`src/scg_pkg.sv`:
```
// shared types and constants for the size-class table generator
// no dependencies; imported by every module under src
`timescale 1ns / 1ps

package scg_pkg;

  // configuration port
  localparam int CFG_INDEX_W = 3;
  localparam int CFG_DATA_W  = 5;

  localparam logic [CFG_INDEX_W-1:0] REG_LOG_POINTER_BYTES = 3'd0;
  localparam logic [CFG_INDEX_W-1:0] REG_LOG_QUANTUM       = 3'd1;
  localparam logic [CFG_INDEX_W-1:0] REG_LOG_TINY_MIN      = 3'd2;
  localparam logic [CFG_INDEX_W-1:0] REG_LOG_MAX_LOOKUP    = 3'd3;
  localparam logic [CFG_INDEX_W-1:0] REG_LOG_PAGE          = 3'd4;
  localparam logic [CFG_INDEX_W-1:0] REG_LOG_GROUP         = 3'd5;

  localparam logic [2:0] GROUP_LOG_MAX = 3'd4;

  // width of the full size word and of the slab page shifter
  localparam int SIZE_W      = 64;
  localparam int PAGE_LOG_MX = 31;
  localparam int SCAN_W      = PAGE_LOG_MX + 32'(GROUP_LOG_MAX);

  typedef struct packed {
    logic [1:0] log_pointer_bytes;
    logic [3:0] log_quantum;
    logic [3:0] log_tiny_min;
    logic [4:0] log_max_lookup;
    logic [4:0] log_page;
    logic [2:0] log_group;
  } cfg_t;

  // one class encoding, handed from the front to the back
  typedef struct packed {
    logic [7:0] class_index;
    logic [5:0] base_log;
    logic [5:0] delta_log;
    logic [4:0] delta_count;
    logic       is_last;
  } desc_t;

  typedef struct packed {
    desc_t       desc;
    logic [62:0] class_size;
    logic        page_multiple;
    logic        is_bin;
    logic [5:0]  slab_pages;
    logic [5:0]  lookup_delta_log;
  } res_t;

endpackage

```
`src/scg_front.sv`:
```
// class sequencer: takes step requests and walks the size-class encodings
// depends on scg_pkg; feeds scg_queue
`timescale 1ns / 1ps

module scg_front #(
  parameter int INDEX_BITS = 8
) (
  input  logic          clk,
  input  logic          rst,
  input  scg_pkg::cfg_t cfg,
  input  logic          cfg_write,
  input  logic          push,
  input  logic          restart,
  input  logic          q_full,
  output logic          q_push,
  output scg_pkg::desc_t q_data
);
  import scg_pkg::*;

  typedef enum logic [3:0] {
    PH_TINY   = 4'b0001,
    PH_PSEUDO = 4'b0010,
    PH_FIRST  = 4'b0100,
    PH_GEO    = 4'b1000
  } phase_t;

  typedef struct packed {
    phase_t     phase;
    logic [5:0] base;
    logic [5:0] delta;
    logic [4:0] count;
    logic       done;
  } adv_t;

  phase_t                  phase;
  logic [INDEX_BITS-1:0]   next_index;
  logic [5:0]              cur_base_log;
  logic [5:0]              cur_delta_log;
  logic [4:0]              cur_count;
  logic                    done;
  logic                    started;

  logic                    accept;
  logic                    start;
  phase_t                  e_phase;
  logic [INDEX_BITS-1:0]   e_index;
  logic [5:0]              e_base;
  logic [5:0]              e_delta;
  logic [4:0]              e_count;
  logic                    e_done;
  adv_t                    adv;
  logic [6:0]              ptr_width;
  logic [4:0]              ngroup;
  logic [4:0]              geo_lim;
  logic [6:0]              b7;
  logic [6:0]              d7;
  logic [5:0]              n6;

  // enter the geometric groups; the top group is empty when it has one class
  function automatic adv_t geo_start(input logic [6:0] b, input logic [6:0] d,
                                     input logic [6:0] ptr, input logic ng_one);
    adv_t r;
    r.phase = PH_GEO;
    r.base  = b[5:0];
    r.delta = d[5:0];
    r.count = 5'd1;
    r.done  = !((b < ptr - 7'd1) && !((b == ptr - 7'd2) && ng_one));
    return r;
  endfunction

  assign accept    = push && !q_full;
  assign start     = restart || !started;
  assign ptr_width = 7'd8 << cfg.log_pointer_bytes;
  assign ngroup    = 5'd1 << cfg.log_group;

  always_comb begin
    if (start) begin
      e_phase = (cfg.log_tiny_min < cfg.log_quantum) ? PH_TINY : PH_FIRST;
      e_index = '0;
      e_base  = {2'b00, cfg.log_tiny_min};
      e_delta = {2'b00, cfg.log_tiny_min};
      e_count = 5'd0;
      e_done  = 1'b0;
    end else begin
      e_phase = phase;
      e_index = next_index;
      e_base  = cur_base_log;
      e_delta = cur_delta_log;
      e_count = cur_count;
      e_done  = done;
    end
  end

  always_comb begin
    b7      = {1'b0, e_base};
    d7      = {1'b0, e_delta};
    n6      = {1'b0, e_count} + 6'd1;
    geo_lim = (b7 == ptr_width - 7'd2) ? ngroup - 5'd1 : ngroup;
    adv     = '{phase: e_phase, base: e_base, delta: e_delta, count: e_count, done: 1'b0};
    unique case (e_phase)
      PH_TINY: begin
        if (b7 + 7'd1 < {3'b000, cfg.log_quantum}) begin
          adv.base  = e_base + 6'd1;
          adv.delta = e_base;
          adv.count = 5'd0;
        end else begin
          adv.phase = PH_PSEUDO;
          adv.delta = e_base;
          adv.count = 5'd1;
        end
      end
      PH_PSEUDO: begin
        if (cfg.log_group != 3'd0) begin
          adv.phase = PH_FIRST;
          adv.base  = e_base + 6'd1;
          adv.delta = e_delta + 6'd1;
          adv.count = 5'd1;
        end else begin
          adv = geo_start(b7 + 7'd1 + {4'b0000, cfg.log_group}, d7 + 7'd1,
                          ptr_width, 1'b1);
        end
      end
      PH_FIRST: begin
        if (n6 < {1'b0, ngroup}) begin
          adv.count = n6[4:0];
        end else begin
          adv = geo_start(b7 + {4'b0000, cfg.log_group}, d7, ptr_width,
                          ngroup == 5'd1);
        end
      end
      PH_GEO: begin
        if (n6 <= {1'b0, geo_lim}) begin
          adv.count = n6[4:0];
        end else begin
          adv = geo_start(b7 + 7'd1, d7 + 7'd1, ptr_width, ngroup == 5'd1);
        end
      end
      default: begin
        adv.done = 1'b1;
      end
    endcase
  end

  assign q_push = accept && !e_done;

  always_comb begin
    q_data.class_index = 8'(e_index);
    q_data.base_log    = e_base;
    q_data.delta_log   = e_delta;
    q_data.delta_count = e_count;
    q_data.is_last     = adv.done;
  end

  always_ff @(posedge clk) begin
    if (rst) begin
      phase         <= PH_TINY;
      next_index    <= '0;
      cur_base_log  <= '0;
      cur_delta_log <= '0;
      cur_count     <= '0;
      done          <= 1'b1;
      started       <= 1'b0;
    end else if (cfg_write) begin
      // any register write ends the table in progress
      done    <= 1'b1;
      started <= 1'b0;
    end else if (accept) begin
      started <= 1'b1;
      if (!e_done) begin
        next_index    <= e_index + 1'b1;
        phase         <= adv.phase;
        cur_base_log  <= adv.base;
        cur_delta_log <= adv.delta;
        cur_count     <= adv.count;
        done          <= adv.done;
      end
    end
  end

endmodule

```
`src/scg_queue.sv`:
```
// two-entry queue of class encodings between the sequencer and the evaluator
// depends on scg_pkg
`timescale 1ns / 1ps

module scg_queue (
  input  logic           clk,
  input  logic           rst,
  input  logic           push,
  input  scg_pkg::desc_t wr_data,
  output logic           full,
  input  logic           pop,
  output scg_pkg::desc_t rd_data,
  output logic           empty
);
  import scg_pkg::*;

  desc_t      entries [2];
  logic       wr_ptr;
  logic       rd_ptr;
  logic [1:0] cnt;

  assign full    = cnt == 2'd2;
  assign empty   = cnt == 2'd0;
  assign rd_data = entries[rd_ptr];

  always_ff @(posedge clk) begin
    if (push) begin
      entries[wr_ptr] <= wr_data;
    end
  end

  always_ff @(posedge clk) begin
    if (rst) begin
      wr_ptr <= 1'b0;
      rd_ptr <= 1'b0;
      cnt    <= 2'd0;
    end else begin
      if (push) begin
        wr_ptr <= !wr_ptr;
      end
      if (pop) begin
        rd_ptr <= !rd_ptr;
      end
      cnt <= cnt + {1'b0, push} - {1'b0, pop};
    end
  end

  a_no_overflow: assert property (@(posedge clk) disable iff (rst) push |-> !full)
    else $error("queue written while full");
  a_no_underflow: assert property (@(posedge clk) disable iff (rst) pop |-> !empty)
    else $error("queue read while empty");

endmodule

```
`src/scg_back.sv`:
```
// class evaluator: size, page and bin flags, slab page shift, result register
// depends on scg_pkg; reads from scg_queue
`timescale 1ns / 1ps

module scg_back (
  input  logic           clk,
  input  logic           rst,
  input  scg_pkg::cfg_t  cfg,
  input  logic           q_empty,
  input  scg_pkg::desc_t q_data,
  output logic           q_pop,
  input  logic           pop,
  output logic           out_valid,
  output scg_pkg::res_t  res
);
  import scg_pkg::*;

  typedef enum logic [3:0] {
    S_IDLE = 4'b0001,
    S_EVAL = 4'b0010,
    S_SCAN = 4'b0100,
    S_OUT  = 4'b1000
  } state_t;

  state_t            st;
  desc_t             desc_r;
  logic [SIZE_W-1:0] size_r;
  logic              pm_r;
  logic              bin_r;
  logic [5:0]        lookup_r;
  logic [SCAN_W-1:0] scan_val;
  logic [4:0]        scan_sh;

  logic [SIZE_W-1:0] page_mask;
  logic [SIZE_W-1:0] bin_lim;
  logic [SIZE_W-1:0] lookup_lim;
  logic              is_bin;
  logic              res_load;

  assign q_pop      = (st == S_IDLE) && !q_empty;
  assign page_mask  = (SIZE_W'(1) << cfg.log_page) - SIZE_W'(1);
  assign bin_lim    = SIZE_W'(1) << ({1'b0, cfg.log_page} + {3'b000, cfg.log_group});
  assign lookup_lim = SIZE_W'(1) << cfg.log_max_lookup;
  assign is_bin     = size_r < bin_lim;
  // result register takes a new beat when it is free or being read
  assign res_load   = (st == S_OUT) && (!out_valid || pop);

  always_ff @(posedge clk) begin
    if (rst) begin
      st        <= S_IDLE;
      out_valid <= 1'b0;
    end else begin
      if (res_load) begin
        out_valid <= 1'b1;
      end else if (pop) begin
        out_valid <= 1'b0;
      end
      unique case (st)
        S_IDLE: begin
          if (!q_empty) begin
            desc_r <= q_data;
            size_r <= (SIZE_W'(1) << q_data.base_log)
                    + (SIZE_W'(q_data.delta_count) << q_data.delta_log);
            st     <= S_EVAL;
          end
        end
        S_EVAL: begin
          pm_r     <= (size_r & page_mask) == '0;
          bin_r    <= is_bin;
          lookup_r <= (size_r <= lookup_lim) ? desc_r.delta_log : 6'd0;
          scan_val <= size_r[SCAN_W-1:0];
          scan_sh  <= 5'd0;
          st       <= is_bin ? S_SCAN : S_OUT;
        end
        S_SCAN: begin
          // drop low zero bits, at most one page worth
          if (scan_val[0] || (scan_sh == cfg.log_page)) begin
            st <= S_OUT;
          end else begin
            scan_val <= scan_val >> 1;
            scan_sh  <= scan_sh + 5'd1;
          end
        end
        S_OUT: begin
          if (res_load) begin
            res.desc             <= desc_r;
            res.class_size       <= size_r[62:0];
            res.page_multiple    <= pm_r;
            res.is_bin           <= bin_r;
            res.slab_pages       <= bin_r ? scan_val[5:0] : 6'd0;
            res.lookup_delta_log <= lookup_r;
            st                   <= S_IDLE;
          end
        end
        default: begin
          st <= S_IDLE;
        end
      endcase
    end
  end

  a_scan_bins_only: assert property (@(posedge clk) disable iff (rst)
    st == S_SCAN |-> bin_r)
    else $error("slab page shift running on a non-bin class");
  a_eval_after_pop: assert property (@(posedge clk) disable iff (rst)
    st == S_EVAL |-> $past(q_pop))
    else $error("evaluation without a queue beat");
  a_nonbin_pages: assert property (@(posedge clk) disable iff (rst)
    out_valid && !res.is_bin |-> res.slab_pages == 6'd0)
    else $error("slab pages set on a non-bin class");

endmodule

```
`src/size_class_table_generator.sv`:
```
// channel   | handshake             | payload
// request   | push / full           | restart
// result    | empty / pop           | class_index .. is_last
// config    | cfg_write             | cfg_index, cfg_data
//
// each step request that yields a class passes the evaluator states idle,
// eval and out; slab bins also pass the scan state, where the one-bit-per-cycle
// slab page shifter drops s = min(trailing zeros of the size, log_page) low bits.
// the sequencer takes a request per cycle while its two-entry queue has room.
// synchronous reset; no clearing pass. a full result register holds the
// evaluator, and a full queue raises full.
// depends on scg_pkg, scg_front, scg_queue, scg_back
`timescale 1ns / 1ps

module size_class_table_generator #(
  parameter int INDEX_BITS = 8
) (
  input  logic                             clk,
  input  logic                             rst,
  input  logic                             push,
  output logic                             full,
  input  logic                             restart,
  output logic                             empty,
  input  logic                             pop,
  output logic [7:0]                       class_index,
  output logic [5:0]                       base_log,
  output logic [5:0]                       delta_log,
  output logic [4:0]                       delta_count,
  output logic [62:0]                      class_size,
  output logic                             page_multiple,
  output logic                             is_bin,
  output logic [5:0]                       slab_pages,
  output logic [5:0]                       lookup_delta_log,
  output logic                             is_last,
  input  logic                             cfg_write,
  input  logic [scg_pkg::CFG_INDEX_W-1:0]  cfg_index,
  input  logic [scg_pkg::CFG_DATA_W-1:0]   cfg_data
);
  import scg_pkg::*;

  cfg_t  cfg;
  logic  cfg_hit;
  logic  q_push;
  desc_t q_wr_data;
  logic  q_full;
  logic  q_pop;
  desc_t q_rd_data;
  logic  q_empty;
  logic  out_valid;
  res_t  res;

  // writes past the register list leave the sequencer alone
  assign cfg_hit = cfg_write && (cfg_index <= REG_LOG_GROUP);

  always_ff @(posedge clk) begin
    if (rst) begin
      cfg.log_pointer_bytes <= 2'd3;
      cfg.log_quantum       <= 4'd4;
      cfg.log_tiny_min      <= 4'd3;
      cfg.log_max_lookup    <= 5'd12;
      cfg.log_page          <= 5'd12;
      cfg.log_group         <= 3'd2;
    end else if (cfg_write) begin
      unique case (cfg_index)
        REG_LOG_POINTER_BYTES: cfg.log_pointer_bytes <= cfg_data[1:0];
        REG_LOG_QUANTUM:       cfg.log_quantum       <= cfg_data[3:0];
        REG_LOG_TINY_MIN:      cfg.log_tiny_min      <= cfg_data[3:0];
        REG_LOG_MAX_LOOKUP:    cfg.log_max_lookup    <= cfg_data[4:0];
        REG_LOG_PAGE:          cfg.log_page          <= cfg_data[4:0];
        REG_LOG_GROUP: begin
          // clamp to the largest supported group
          cfg.log_group <= (cfg_data[2:0] > GROUP_LOG_MAX) ? GROUP_LOG_MAX : cfg_data[2:0];
        end
        default: begin
        end
      endcase
    end
  end

  scg_front #(
    .INDEX_BITS(INDEX_BITS)
  ) u_front (
    .clk      (clk),
    .rst      (rst),
    .cfg      (cfg),
    .cfg_write(cfg_hit),
    .push     (push),
    .restart  (restart),
    .q_full   (q_full),
    .q_push   (q_push),
    .q_data   (q_wr_data)
  );

  scg_queue u_queue (
    .clk    (clk),
    .rst    (rst),
    .push   (q_push),
    .wr_data(q_wr_data),
    .full   (q_full),
    .pop    (q_pop),
    .rd_data(q_rd_data),
    .empty  (q_empty)
  );

  scg_back u_back (
    .clk      (clk),
    .rst      (rst),
    .cfg      (cfg),
    .q_empty  (q_empty),
    .q_data   (q_rd_data),
    .q_pop    (q_pop),
    .pop      (pop),
    .out_valid(out_valid),
    .res      (res)
  );

  assign full             = q_full;
  assign empty            = !out_valid;
  assign class_index      = res.desc.class_index;
  assign base_log         = res.desc.base_log;
  assign delta_log        = res.desc.delta_log;
  assign delta_count      = res.desc.delta_count;
  assign is_last          = res.desc.is_last;
  assign class_size       = res.class_size;
  assign page_multiple    = res.page_multiple;
  assign is_bin           = res.is_bin;
  assign slab_pages       = res.slab_pages;
  assign lookup_delta_log = res.lookup_delta_log;

endmodule
```
`config.mk`:
```
export PLATFORM = sky130hd
export DESIGN_NAME = size_class_table_generator
export DESIGN_NICKNAME = d
export VERILOG_FILES = /design/src/scg_pkg.sv /design/src/scg_front.sv /design/src/scg_queue.sv /design/src/scg_back.sv /design/src/size_class_table_generator.sv
export SDC_FILE = /design/constraint.sdc
export NUM_CORES = 1
export LEC_CHECK = 0
export BUFFER_PORTS_ARGS = -buffer_cell sky130_fd_sc_hd__buf_4
export CAP_MARGIN = 20
export CORE_MARGIN = 5
export CORE_UTILIZATION = 60
export CTS_CLUSTER_DIAMETER = 150
export DETAILED_ROUTE_END_ITERATION = 10
export GPL_TIMING_DRIVEN = 0
export PLACE_DENSITY = 0.78
export SLEW_MARGIN = 10
export SYNTH_ARGS = -nofsm -noshare
export SYNTH_HDL_FRONTEND = slang
export SYNTH_SLANG_ARGS = --single-unit
```
`constraint.sdc`:
```
create_clock -name clk -period 20 [get_ports clk]
set_clock_uncertainty 0.2 [all_clocks]
set_input_delay 1 -clock clk [delete_from_list [all_inputs] [get_ports clk]]
set_output_delay 1 -clock clk [all_outputs]
set_load 0.02 [all_outputs]
```
==> results of run 1 <==
cell usage in the layout, fill, tap and decap left out, types with 38 or more instances in the layout:
master / instances
sky130_fd_sc_hd__nand3_1: 51
sky130_fd_sc_hd__nand4_1: 38
sky130_fd_sc_hd__nand2_1: 350
sky130_fd_sc_hd__and2_1: 44
sky130_fd_sc_hd__clkbuf_16: 39
sky130_fd_sc_hd__nor3_1: 44
sky130_fd_sc_hd__a21o_1: 67
sky130_fd_sc_hd__ha_1: 208
sky130_fd_sc_hd__buf_4: 130
sky130_fd_sc_hd__dfxtp_1: 64
sky130_fd_sc_hd__nor2_1: 279
sky130_fd_sc_hd__inv_1: 71
sky130_fd_sc_hd__mux2i_1: 41
sky130_fd_sc_hd__xor2_1: 38
sky130_fd_sc_hd__xnor2_1: 58
sky130_fd_sc_hd__edfxtp_1: 293
sky130_fd_sc_hd__o21ai_0: 84
sky130_fd_sc_hd__a21oi_1: 157
sky130_fd_sc_hd__clkbuf_1: 78
power by group through the flow:
stage | Combinational, mW | Sequential (mW) | Clock (mW)
floorplan | 0.445 | 0.973 | 0
global placement | 0.603 | 1.03 | 0
detailed placement | 0.636 | 1.02 | 0
CTS | 0.643 | 1.00 | 0.748
global route | 0.719 | 1.01 | 0.782
finish | 0.657 | 1.00 | 0.739
synth_stat cells (41+ instances only):
cell type,number
sky130_fd_sc_hd__a21o_1,67
sky130_fd_sc_hd__a21oi_1,158
sky130_fd_sc_hd__and2_1,44
sky130_fd_sc_hd__clkbuf_1,74
sky130_fd_sc_hd__dfxtp_1,64
sky130_fd_sc_hd__edfxtp_1,293
sky130_fd_sc_hd__ha_1,208
sky130_fd_sc_hd__inv_1,71
sky130_fd_sc_hd__mux2i_1,41
sky130_fd_sc_hd__nand2_1,350
sky130_fd_sc_hd__nand3_1,51
sky130_fd_sc_hd__nor2_1,280
sky130_fd_sc_hd__nor3_1,44
sky130_fd_sc_hd__o21ai_0,84
sky130_fd_sc_hd__xnor2_1,58
worst max-delay path by stage:
stage / startpoint / slack [ns] / depth (start not counted) / end
2_1_floorplan: rst / 10.15 / 3 / u_back.res[0]
3_3_place_gp: rst / 6.00 / 4 / u_back.res[62]
3_5_place_dp: restart / 13.51 / 21 / u_queue.entries[0][0]
4_1_cts: cfg[4] / 13.91 / 18 / u_back.st[3]
5_1_grt: cfg[4] / 13.61 / 18 / u_back.st[3]
6_report: cfg[4] / 13.78 / 18 / u_back.st[3]
kinds of logic after synthesis:
logic type      Yosys count  share of synthesized area, %
mux                      53                          2.41
flops                   357                          44.3
other cells               1                        0.0165
buf+inv                 176                          3.08
compound gates          535                          15.3
xor+xnor                 97                          3.76
simple gates            955                          19.4
fa+ha+maj               213                          11.8
metal layers:
layer	up-vias	GRT usage, %	wire length [um]
met5	-	0	0
met4	0	12.2	2780
met3	152	6.00	6130
met2	928	51.5	30900
met1	9448	44.5	28900
li1	9086	-	-
worst register-to-register path, delay by kind of cell, from the launching register on:
family                     cells  cell delay (ns)
buffers and inverters          2             0.78
and+or+nand+nor                7             1.92
DFF                            1             0.33
adders and majority gates      2             0.82
AOI/OAI and AO/OA              7             2.07
through the flow:
stage | utilization, % | hold WS, ns | total power, mW | cell area (sq um) | instances
after detailed placement | 65.4 | 0.205 | 1.65 | 24600 | 3050
final | 68.9 | 0.221 | 2.40 | 25900 | 3118
after global placement | 64.8 | 0.203 | 1.63 | 24400 | 3035
after CTS | 68.9 | 0.220 | 2.39 | 25900 | 3118
after global routing | 68.9 | 0.232 | 2.51 | 25900 | 3118
after floorplan | - | 0.200 | 1.42 | 22800 | 2406
cell type report:
| type | instances | area [sq um] |
|---|---|---|
| fill | 2984 | 11700 |
| inverter | 79 | 299 |
| tap | 511 | 639 |
| clock buffer | 43 | 991 |
| multi-input combinational | 1873 | 12100 |
| buffer | 97 | 402 |
| sequential | 357 | 10100 |
| timing repair buffer | 133 | 1070 |
| clock inverter | 25 | 304 |
registers in the layout, indices dropped and copies added (netlist names), 2 cells and up, named ones only:
register and count:
u_front.phase 4, u_back.scan_val 35, u_back.st 4, u_back.scan_sh 5
u_front.cur_count 5, u_front.next_index 8, u_back.size_r 64, u_front.cur_base_log 6
cfg 23, u_back.lookup_r 6, u_front.cur_delta_log 6, u_queue.cnt 2
u_back.desc_r 26, u_queue.entries 52, u_back.res 103
==> impl_results.html, run 1 <==
<table>
<tr><th>Metric</th><th>Value</th></tr>
<tr><th colspan="2">Synth</th></tr>
<tr><td>Proportion of synthesized flip-flops having asynchronous set or reset</td><td>0%</td></tr>
<tr><td>Cell type with the highest aggregate area in the netlist</td><td>sky130_fd_sc_hd__edfxtp_1</td></tr>
<tr><td>Share of Yosys cell area claimed by the top area cell type</td><td>38.6%</td></tr>
<tr><td>Sequential element share of the synthesized area</td><td>44.3%</td></tr>
<tr><td>Leading register cell type out of synthesis</td><td>sky130_fd_sc_hd__edfxtp_1</td></tr>
<tr><td>Number of distinct library cell variants in the gate-level netlist after synthesis</td><td>95</td></tr>
<tr><td>Post-Syn Area</td><td>0.0228 sq mm</td></tr>
<tr><td>Number of enable flip-flop cells after synthesis</td><td>293</td></tr>
<tr><td>Number of warnings issued by yosys</td><td>0</td></tr>
<tr><td>Cell count after synthesis</td><td>2387</td></tr>
<tr><td>Post-Syn Area per Cell</td><td>9.54 sq um</td></tr>
<tr><td>Number of storage elements in the synthesis netlist</td><td>357</td></tr>
<tr><td>Leading cell types by total area after synthesis</td><td>sky130_fd_sc_hd__edfxtp_1 (39%), sky130_fd_sc_hd__ha_1 (11%), sky130_fd_sc_hd__nand2_1 (5.8%)</td></tr>
<tr><th colspan="2">STA</th></tr>
<tr><td>Max-slew violation count</td><td>0</td></tr>
<tr><td>Accumulated negative setup slack</td><td>0 ns</td></tr>
<tr><td>Highest achievable clock rate</td><td>161 MHz</td></tr>
<tr><td>Setup ws final</td><td>13.78 ns</td></tr>
<tr><td>Number of hold-slack violations in the final timing report</td><td>0</td></tr>
<tr><td>Final critical path time including I/O delays and setup</td><td>6.22 ns</td></tr>
<tr><td>Worst slew slack as a fraction of its limit</td><td>29.9%</td></tr>
<tr><td>Number of failing setup endpoints in the final timing report</td><td>0</td></tr>
<tr><td>Final clock period utilization by the worst path</td><td>31.1%</td></tr>
<tr><td>Pin slew with the least headroom to its limit</td><td>1.04 ns</td></tr>
<tr><td>RSZ-0062 raised after global routing</td><td>no</td></tr>
<tr><th colspan="2">Clock tree</th></tr>
<tr><td>Root Driver</td><td>sky130_fd_sc_hd__clkbuf_16</td></tr>
<tr><td>Clock-pin slew on the worst setup and hold paths</td><td>0.06 ns</td></tr>
<tr><td>Max clock buf depth</td><td>3</td></tr>
<tr><td>Post-CTS setup buffer count</td><td>0</td></tr>
<tr><td>Inserted Clock Buffers</td><td>38</td></tr>
<tr><td>Maximum level of the CTS H-tree</td><td>2</td></tr>
<tr><td>Number of gates resized after cts</td><td>0</td></tr>
<tr><td>Number of sinks handled by clock tree synthesis</td><td>357</td></tr>
<tr><td>Clock tree from TritonCTS</td><td>done</td></tr>
<tr><td>Number of hold buffers added after cts</td><td>0</td></tr>
<tr><td>Clock network latency to the later pin of the worst-skew pair</td><td>0.58 ns</td></tr>
<tr><th colspan="2">Route</th></tr>
<tr><td>Vias per cell</td><td>6.29</td></tr>
<tr><td>Starting DRT DRC Count</td><td>2339</td></tr>
<tr><td>Wire length per cell after detailed routing</td><td>22.0 um</td></tr>
<tr><td>Overall via count from detail_route</td><td>19.6k</td></tr>
<tr><td>Detailed-route DRC error count</td><td>0</td></tr>
<tr><td>Detailed-route wire length</td><td>68.6 mm</td></tr>
<tr><td>Pre-Repair DR Iteration Count</td><td>8</td></tr>
<tr><td>Post-DRT Antenna Nets</td><td>0</td></tr>
<tr><th colspan="2">Worst setup path</th></tr>
<tr><td>Peak per-stage delay on the critical path</td><td>0.82 ns</td></tr>
<tr><td>List of cells traversed by the critical path</td><td>clkbuf_1 &gt; inv_1 &gt; fa_1 &gt; nor2b_1 &gt; o22ai_1 &gt; nand2b_1 &gt; nor3_1 &gt; nand2_1 &gt; ha_1 &gt; nand4_1 &gt; nor4_1 &gt; nand2_1 &gt; a311o_1 &gt; a31oi_1 &gt; a211oi_1 &gt; o31ai_1 &gt; a31oi_1 &gt; o31ai_1</td></tr>
<tr><td>Data arrival time of the critical path</td><td>6.47 ns</td></tr>
<tr><td>Buffer and inverter count on the worst path</td><td>2</td></tr>
<tr><td>CP Launch Type</td><td>flip-flop</td></tr>
<tr><td>Largest fanout of any net on the critical path</td><td>10</td></tr>
<tr><td>Capturing element type of the critical path</td><td>flip-flop</td></tr>
<tr><td>FF-to-FF path depth</td><td>18</td></tr>
<tr><td>CP Class</td><td>flip-flop to flip-flop</td></tr>
<tr><td>Cell with the biggest individual delay on the critical path</td><td>sky130_fd_sc_hd__nor3_1</td></tr>
<tr><td>Kind of cell adding the most delay to the critical path</td><td>compound AO/OA/AOI/OAI gates</td></tr>
<tr><td>Launch point of the worst reg-to-reg path</td><td>cfg[4]</td></tr>
<tr><td>Reg-to-Reg End</td><td>u_back.st[3]</td></tr>
<tr><td>Required time at the endpoint of the critical path</td><td>20.26 ns</td></tr>
<tr><td>Slack of the worst reg-to-reg path</td><td>13.78 ns</td></tr>
<tr><th colspan="2">Global route</th></tr>
<tr><td>Total GRT Usage</td><td>32.4%</td></tr>
<tr><td>Pin count of the biggest net entering global routing</td><td>32</td></tr>
<tr><td>Total congestion overflow</td><td>0</td></tr>
<tr><td>Number of antenna violations at the first check in global routing</td><td>1</td></tr>
<tr><td>Number of global-route vias before repair</td><td>18.9k</td></tr>
<tr><td>First-pass GRT wire length</td><td>106 mm</td></tr>
<tr><th colspan="2">Floorplanning</th></tr>
<tr><td>Overall die area</td><td>0.0419 sq mm</td></tr>
<tr><td>Die Y</td><td>205 um</td></tr>
<tr><td>I/O pin cnt</td><td>119</td></tr>
<tr><td>Placement Rows</td><td>71</td></tr>
<tr><td>Die outline width</td><td>205 um</td></tr>
<tr><td>Placeable core region</td><td>0.0376 sq mm</td></tr>
<tr><td>Starting density of the core</td><td>60.6%</td></tr>
<tr><th colspan="2">Hold path</th></tr>
<tr><td>Classification of the worst-slack hold path</td><td>flip-flop to flip-flop</td></tr>
<tr><td>Hold Path Depth</td><td>0</td></tr>
<tr><td>Hold Path Sink</td><td>u_back.res[96]</td></tr>
<tr><td>Hold Path Origin</td><td>u_back.desc_r[19]</td></tr>
<tr><th colspan="2">Power and ir drop</th></tr>
<tr><td>Power per cell area</td><td>92.8 mW/mm^2</td></tr>
<tr><td>Internal power contribution</td><td>1.57 mW</td></tr>
<tr><td>Psw</td><td>0.831 mW</td></tr>
<tr><td>Relative contribution of sequential cells to total power</td><td>41.9%</td></tr>
<tr><td>Switching part of the total power</td><td>34.6%</td></tr>
<tr><td>Clock share of power</td><td>30.8%</td></tr>
<tr><td>Leakage dissipation</td><td>10.4 nW</td></tr>
<tr><td>Worst IR drop on VDD</td><td>0.0878 mV</td></tr>
<tr><td>Gate power share</td><td>27.4%</td></tr>
<tr><th colspan="2">Placement</th></tr>
<tr><td>Number of input and output port buffers inserted</td><td>118</td></tr>
<tr><td>Post-DP HPWL</td><td>52.4 mm</td></tr>
<tr><td>Global placement routability congestion</td><td>0.995</td></tr>
<tr><td>Post-Place Worst Slack</td><td>13.51 ns</td></tr>
<tr><th colspan="2">Layout</th></tr>
<tr><td>Layout net count</td><td>2805</td></tr>
<tr><td>Share of layout cells above drive strength 1</td><td>10.1%</td></tr>
<tr><td>Synthesis-to-finish area growth</td><td>13.7%</td></tr>
<tr><td>Total inserted antenna cells</td><td>0</td></tr>
<tr><th colspan="2">Job</th></tr>
<tr><td>Maximum capacitance violations</td><td>0</td></tr>
<tr><th colspan="2">Status</th></tr>
<tr><td>Run status</td><td>complete, no violations</td></tr>
</table>
Note: power is estimated with default switching activity, not from simulation.
==> run 2: changes to the inputs <==
--- a/config.mk
+++ b/config.mk
@@ -8,7 +8,7 @@
 export BUFFER_PORTS_ARGS = -buffer_cell sky130_fd_sc_hd__buf_4
 export CAP_MARGIN = 20
 export CORE_MARGIN = 5
-export CORE_UTILIZATION = 60
+export CORE_UTILIZATION = 57
 export CTS_CLUSTER_DIAMETER = 150
 export DETAILED_ROUTE_END_ITERATION = 10
 export GPL_TIMING_DRIVEN = 0
==> constraint.sdc (replaced) <==
create_clock -name clk -period 5 [get_ports clk]
set_clock_uncertainty 0.2 [all_clocks]
set_input_delay 0.25 -clock clk [delete_from_list [all_inputs] [get_ports clk]]
set_output_delay 0.25 -clock clk [all_outputs]
set_load 0.02 [all_outputs]
==> run 2 against run 1 <==
- final area rose by 3.6%
- critical path depth fell by 3
- global-route usage fell by 1.8 points
- combinational power rose to 4.4 times the previous value
- wire length rose by 0.84%
- worst hold slack got worse by 0.052 ns
- via count barely moved
- sequential share of layout area fell by 1.3 points
- first-iteration DRC count fell by 12%
- fmax rose by 27%
- register-to-register slack got worse by 14 ns
- largest cell class unchanged
==> impl_results.html, run 2 (synthesis results as in run 1) <==
<table>
<tr><th>Metric</th><th>Value</th></tr>
<tr><th colspan="2">Status</th></tr>
<tr><td>Run status</td><td>complete, no violations</td></tr>
<tr><th colspan="2">Placement</th></tr>
<tr><td>Post-Place Cell Area</td><td>0.0246 sq mm (+0.15%)</td></tr>
<tr><td>Global placement routability congestion</td><td>0.985 (-0.96%)</td></tr>
<tr><td>Number of input and output port buffers inserted</td><td>118 (unchanged)</td></tr>
<tr><td>Post-DP HPWL</td><td>51.9 mm (-1.1%)</td></tr>
<tr><th colspan="2">Worst setup path</th></tr>
<tr><td>Slack of the worst reg-to-reg path</td><td>0.12 ns (-13.66 ns)</td></tr>
<tr><td>Data arrival time of the critical path</td><td>5.08 ns (-1.39 ns)</td></tr>
<tr><td>Required time at the endpoint of the critical path</td><td>5.20 ns (-15.06 ns)</td></tr>
<tr><td>Cell with the biggest individual delay on the critical path</td><td>sky130_fd_sc_hd__dfxtp_1</td></tr>
<tr><td>Launch point of the worst reg-to-reg path</td><td>cfg[2]</td></tr>
<tr><td>Kind of cell adding the most delay to the critical path</td><td>compound AO/OA/AOI/OAI gates</td></tr>
<tr><td>Peak per-stage delay on the critical path</td><td>0.56 ns (-0.26 ns)</td></tr>
<tr><td>FF-to-FF path depth</td><td>15 (-3)</td></tr>
<tr><td>CP Launch Type</td><td>flip-flop</td></tr>
<tr><td>Reg-to-Reg End</td><td>u_back.st[2]</td></tr>
<tr><td>Count of cell instances traversed by the critical path</td><td>15 (-3)</td></tr>
<tr><td>Buffer and inverter count on the worst path</td><td>0 (-2)</td></tr>
<tr><td>Capturing element type of the critical path</td><td>flip-flop</td></tr>
<tr><td>Largest fanout of any net on the critical path</td><td>8 (-2)</td></tr>
<tr><td>List of cells traversed by the critical path</td><td>ha_1 &gt; a21oi_2 &gt; xnor2_1 &gt; nor2_2 &gt; nand2_1 &gt; ha_1 &gt; nand4_1 &gt; nor4_4 &gt; nand2_1 &gt; a311o_1 &gt; a31oi_1 &gt; a211oi_1 &gt; o31ai_2 &gt; a31oi_4 &gt; o2bb2ai_1</td></tr>
<tr><td>CP Class</td><td>flip-flop to flip-flop</td></tr>
<tr><th colspan="2">Global route</th></tr>
<tr><td>First-pass GRT wire length</td><td>107 mm (+0.76%)</td></tr>
<tr><td>GR met2 Demand/Resource</td><td>48.6% (-2.9 points)</td></tr>
<tr><td>Pin count of the biggest net entering global routing</td><td>34 (+6.3%)</td></tr>
<tr><td>Routing usage on met1</td><td>42.0% (-2.5 points)</td></tr>
<tr><td>Number of global-route vias before repair</td><td>19.0k (+0.48%)</td></tr>
<tr><td>Total GRT Usage</td><td>30.5% (-1.8 points)</td></tr>
<tr><td>Number of antenna violations at the first check in global routing</td><td>0 (-1)</td></tr>
<tr><td>Total congestion overflow</td><td>0 (unchanged)</td></tr>
<tr><td>Most crowded layer after global routing</td><td>met2</td></tr>
<tr><td>GRT met3 Usage</td><td>4.77% (-1.2 points)</td></tr>
<tr><th colspan="2">STA</th></tr>
<tr><td>Pin slew with the least headroom to its limit</td><td>0.983 ns (-0.0607 ns)</td></tr>
<tr><td>Final clock period utilization by the worst path</td><td>97.6% (+66 points)</td></tr>
<tr><td>Number of failing setup endpoints in the final timing report</td><td>0 (unchanged)</td></tr>
<tr><td>Worst slew slack as a fraction of its limit</td><td>33.9% (+4.0 points)</td></tr>
<tr><td>Highest achievable clock rate</td><td>205 MHz (+27%)</td></tr>
<tr><td>Number of hold-slack violations in the final timing report</td><td>0 (unchanged)</td></tr>
<tr><td>Accumulated negative setup slack</td><td>0 ns (unchanged)</td></tr>
<tr><td>Max-slew violation count</td><td>0 (unchanged)</td></tr>
<tr><td>Final critical path time including I/O delays and setup</td><td>4.88 ns (-1.34 ns)</td></tr>
<tr><th colspan="2">Layout</th></tr>
<tr><td>FILL cells</td><td>3109 (+4.2%)</td></tr>
<tr><td>Total inserted antenna cells</td><td>0 (unchanged)</td></tr>
<tr><td>Commonest non-fill, non-tap cells in the layout</td><td>sky130_fd_sc_hd__nand2_1 (346), sky130_fd_sc_hd__edfxtp_1 (293), sky130_fd_sc_hd__nor2_1 (267), sky130_fd_sc_hd__ha_1 (203), sky130_fd_sc_hd__buf_4 (155)</td></tr>
<tr><td>Share of layout cells above drive strength 1</td><td>15.6% (+5.5 points)</td></tr>
<tr><td>Synthesis-to-finish area growth</td><td>17.8%</td></tr>
<tr><td>Biggest registers after layout</td><td>u_back.res (103), u_back.size_r (64), u_queue.entries (52)</td></tr>
<tr><td>Final instance area</td><td>0.0268 sq mm (+3.6%)</td></tr>
<tr><td>Layout net count</td><td>2837 (+1.1%)</td></tr>
<tr><td>Most common cell after layout, fill and taps aside</td><td>sky130_fd_sc_hd__nand2_1</td></tr>
<tr><td>Number of flip-flops in the largest register</td><td>103 (unchanged)</td></tr>
<tr><td>Register with the most flip-flops</td><td>u_back.res</td></tr>
<tr><th colspan="2">Power and ir drop</th></tr>
<tr><td>Switching part of the total power</td><td>35.0% (+0.38 points)</td></tr>
<tr><td>Gate power share</td><td>30.2% (+2.8 points)</td></tr>
<tr><td>Leakage dissipation</td><td>10.7 nW (+2.8%)</td></tr>
<tr><td>Worst IR drop on VDD</td><td>0.390 mV (+340%)</td></tr>
<tr><td>Power per cell area</td><td>361 mW/mm^2 (+290%)</td></tr>
<tr><td>Relative contribution of sequential cells to total power</td><td>41.5% (-0.4 points)</td></tr>
<tr><td>Internal power contribution</td><td>6.30 mW (+300%)</td></tr>
<tr><td>Psw</td><td>3.39 mW (+310%)</td></tr>
<tr><td>Clock share of power</td><td>28.4% (-2.4 points)</td></tr>
<tr><th colspan="2">Floorplanning</th></tr>
<tr><td>Overall die area</td><td>0.0440 sq mm (+5.0%)</td></tr>
<tr><td>Starting density of the core</td><td>57.4% (-3.2 points)</td></tr>
<tr><td>Placement Rows</td><td>73 (+2.8%)</td></tr>
<tr><td>Die Y</td><td>210 um (+2.5%)</td></tr>
<tr><td>I/O pin cnt</td><td>119 (unchanged)</td></tr>
<tr><td>Placeable core region</td><td>0.0396 sq mm (+5.5%)</td></tr>
<tr><td>Die outline width</td><td>210 um (+2.5%)</td></tr>
<tr><th colspan="2">Clock tree</th></tr>
<tr><td>Max clock buf depth</td><td>3 (unchanged)</td></tr>
<tr><td>Clock-pin slew on the worst setup and hold paths</td><td>0.06 ns (about the same)</td></tr>
<tr><td>Clock network latency to the later pin of the worst-skew pair</td><td>0.56 ns (-0.02 ns)</td></tr>
<tr><td>Clock tree from TritonCTS</td><td>done</td></tr>
<tr><td>Root Driver</td><td>sky130_fd_sc_hd__clkbuf_16</td></tr>
<tr><td>Inserted Clock Buffers</td><td>37 (-2.6%)</td></tr>
<tr><td>Number of sinks handled by clock tree synthesis</td><td>357 (unchanged)</td></tr>
<tr><td>Maximum level of the CTS H-tree</td><td>2 (unchanged)</td></tr>
<tr><th colspan="2">Hold path</th></tr>
<tr><td>Hold Path Sink</td><td>u_queue.entries[0][4]</td></tr>
<tr><td>Hold Path Depth</td><td>4 (+4)</td></tr>
<tr><td>Classification of the worst-slack hold path</td><td>primary input to flip-flop</td></tr>
<tr><td>Hold Path Origin</td><td>restart</td></tr>
<tr><th colspan="2">Route</th></tr>
<tr><td>Detailed-route DRC error count</td><td>0 (unchanged)</td></tr>
<tr><td>Overall via count from detail_route</td><td>19.6k (-0.041%)</td></tr>
<tr><td>Pre-Repair DR Iteration Count</td><td>6 (-2)</td></tr>
<tr><td>Wire length per cell after detailed routing</td><td>21.9 um (-0.66%)</td></tr>
<tr><td>Post-DRT Antenna Nets</td><td>0 (unchanged)</td></tr>
<tr><td>Vias per cell</td><td>6.19 (-1.5%)</td></tr>
<tr><td>Detailed-route wire length</td><td>69.2 mm (+0.84%)</td></tr>
<tr><td>Starting DRT DRC Count</td><td>2063 (-12%)</td></tr>
<tr><th colspan="2">Job</th></tr>
<tr><td>Maximum capacitance violations</td><td>0 (unchanged)</td></tr>
</table>
==> run 2: cell count changes in the layout (fill, tap and decap cells not counted), moves of 8 or more <==
| cell | delta |
|---|---|
| sky130_fd_sc_hd__nor2_2 | +9 |
| sky130_fd_sc_hd__mux2i_1 | -14 |
| sky130_fd_sc_hd__mux2i_4 | +9 |
| sky130_fd_sc_hd__buf_4 | +25 |
| sky130_fd_sc_hd__nor2_1 | -12 |
| sky130_fd_sc_hd__nor3_1 | -8 |
| sky130_fd_sc_hd__a21oi_1 | -13 |
| sky130_fd_sc_hd__clkbuf_2 | +9 |
| sky130_fd_sc_hd__clkbuf_1 | -17 |
| sky130_fd_sc_hd__a21oi_2 | +10 |
| sky130_fd_sc_hd__dlygate4sd3_1 | +14 |
==> run 2: power by group through the flow <==
stage	Clock [mW]	Combinational [mW]	Sequential, mW
global route	2.92	3.15	4.03
CTS	2.80	2.69	4.00
finish	2.75	2.92	4.02
global placement	0	2.42	4.07
floorplan	0	1.78	3.88
detailed placement	0	2.55	4.05
==> run 2: cell type report <==
class	instances	area, sq um	share of cell area (%)
sequential	357	10100	37.6
buffer	86	412	1.53
inverter	79	308	1.15
multi-input combinational	1873	12700	47.3
clock inverter	22	193	0.718
tap	525	657	2.45
clock buffer	46	1000	3.74
timing repair buffer	177	1480	5.50
==> run 2: stage by stage <==
stage	power (mW)	hold WS (ns)	worst slack, ns	util (%)	instances
final	9.69	0.169	0.122	67.7	3165
after global routing	10.1	0.208	-0.0713	67.7	3165
after CTS	9.49	0.110	0.00909	66.5	3150
after detailed placement	6.60	0.205	-0.998	62.1	3060
after global placement	6.49	0.202	-1.10	61.5	3049
after floorplan	5.66	0.168	0.397	-	2406
==> run 2: metal layers <==
layer	wire length (um)	vias to the layer above	share of wire, %
met5	0	-	0
met4	3080	0	4.4
li1	-	9146	-
met3	5520	187	8.0
met1	28900	9417	42
met2	31700	856	46
==> run 2: worst max-delay path by stage <==
stage	startpoint	to	slack [ns]
6_report	cfg[2]	u_back.st[2]	0.12
5_1_grt	cfg[2]	u_back.st[3]	-0.07
3_5_place_dp	cfg[4]	u_back.bin_r	-1.0
4_1_cts	cfg[1]	u_back.st[2]	0.009
3_3_place_gp	cfg[4]	u_back.st[3]	-1.10
2_1_floorplan	u_front.started	u_queue.entries[0][0]	0.40
==> run 2: worst min-delay path: stages <==
cell                       delay (ns)
sky130_fd_sc_hd__buf_4           0.10
sky130_fd_sc_hd__nand2b_1        0.10
sky130_fd_sc_hd__buf_4           0.16
sky130_fd_sc_hd__nor2_1          0.11
==> run 2: timing repair <==
item                       in CTS  in global routing
cloned                          0                  0
pin swaps                      10                 19
hold buffers                   14                  0
setup buffers                  10                 24
gates resized for setup        74                 92
hold endpoints to repair       28                  0
setup endpoints to repair      48                 45
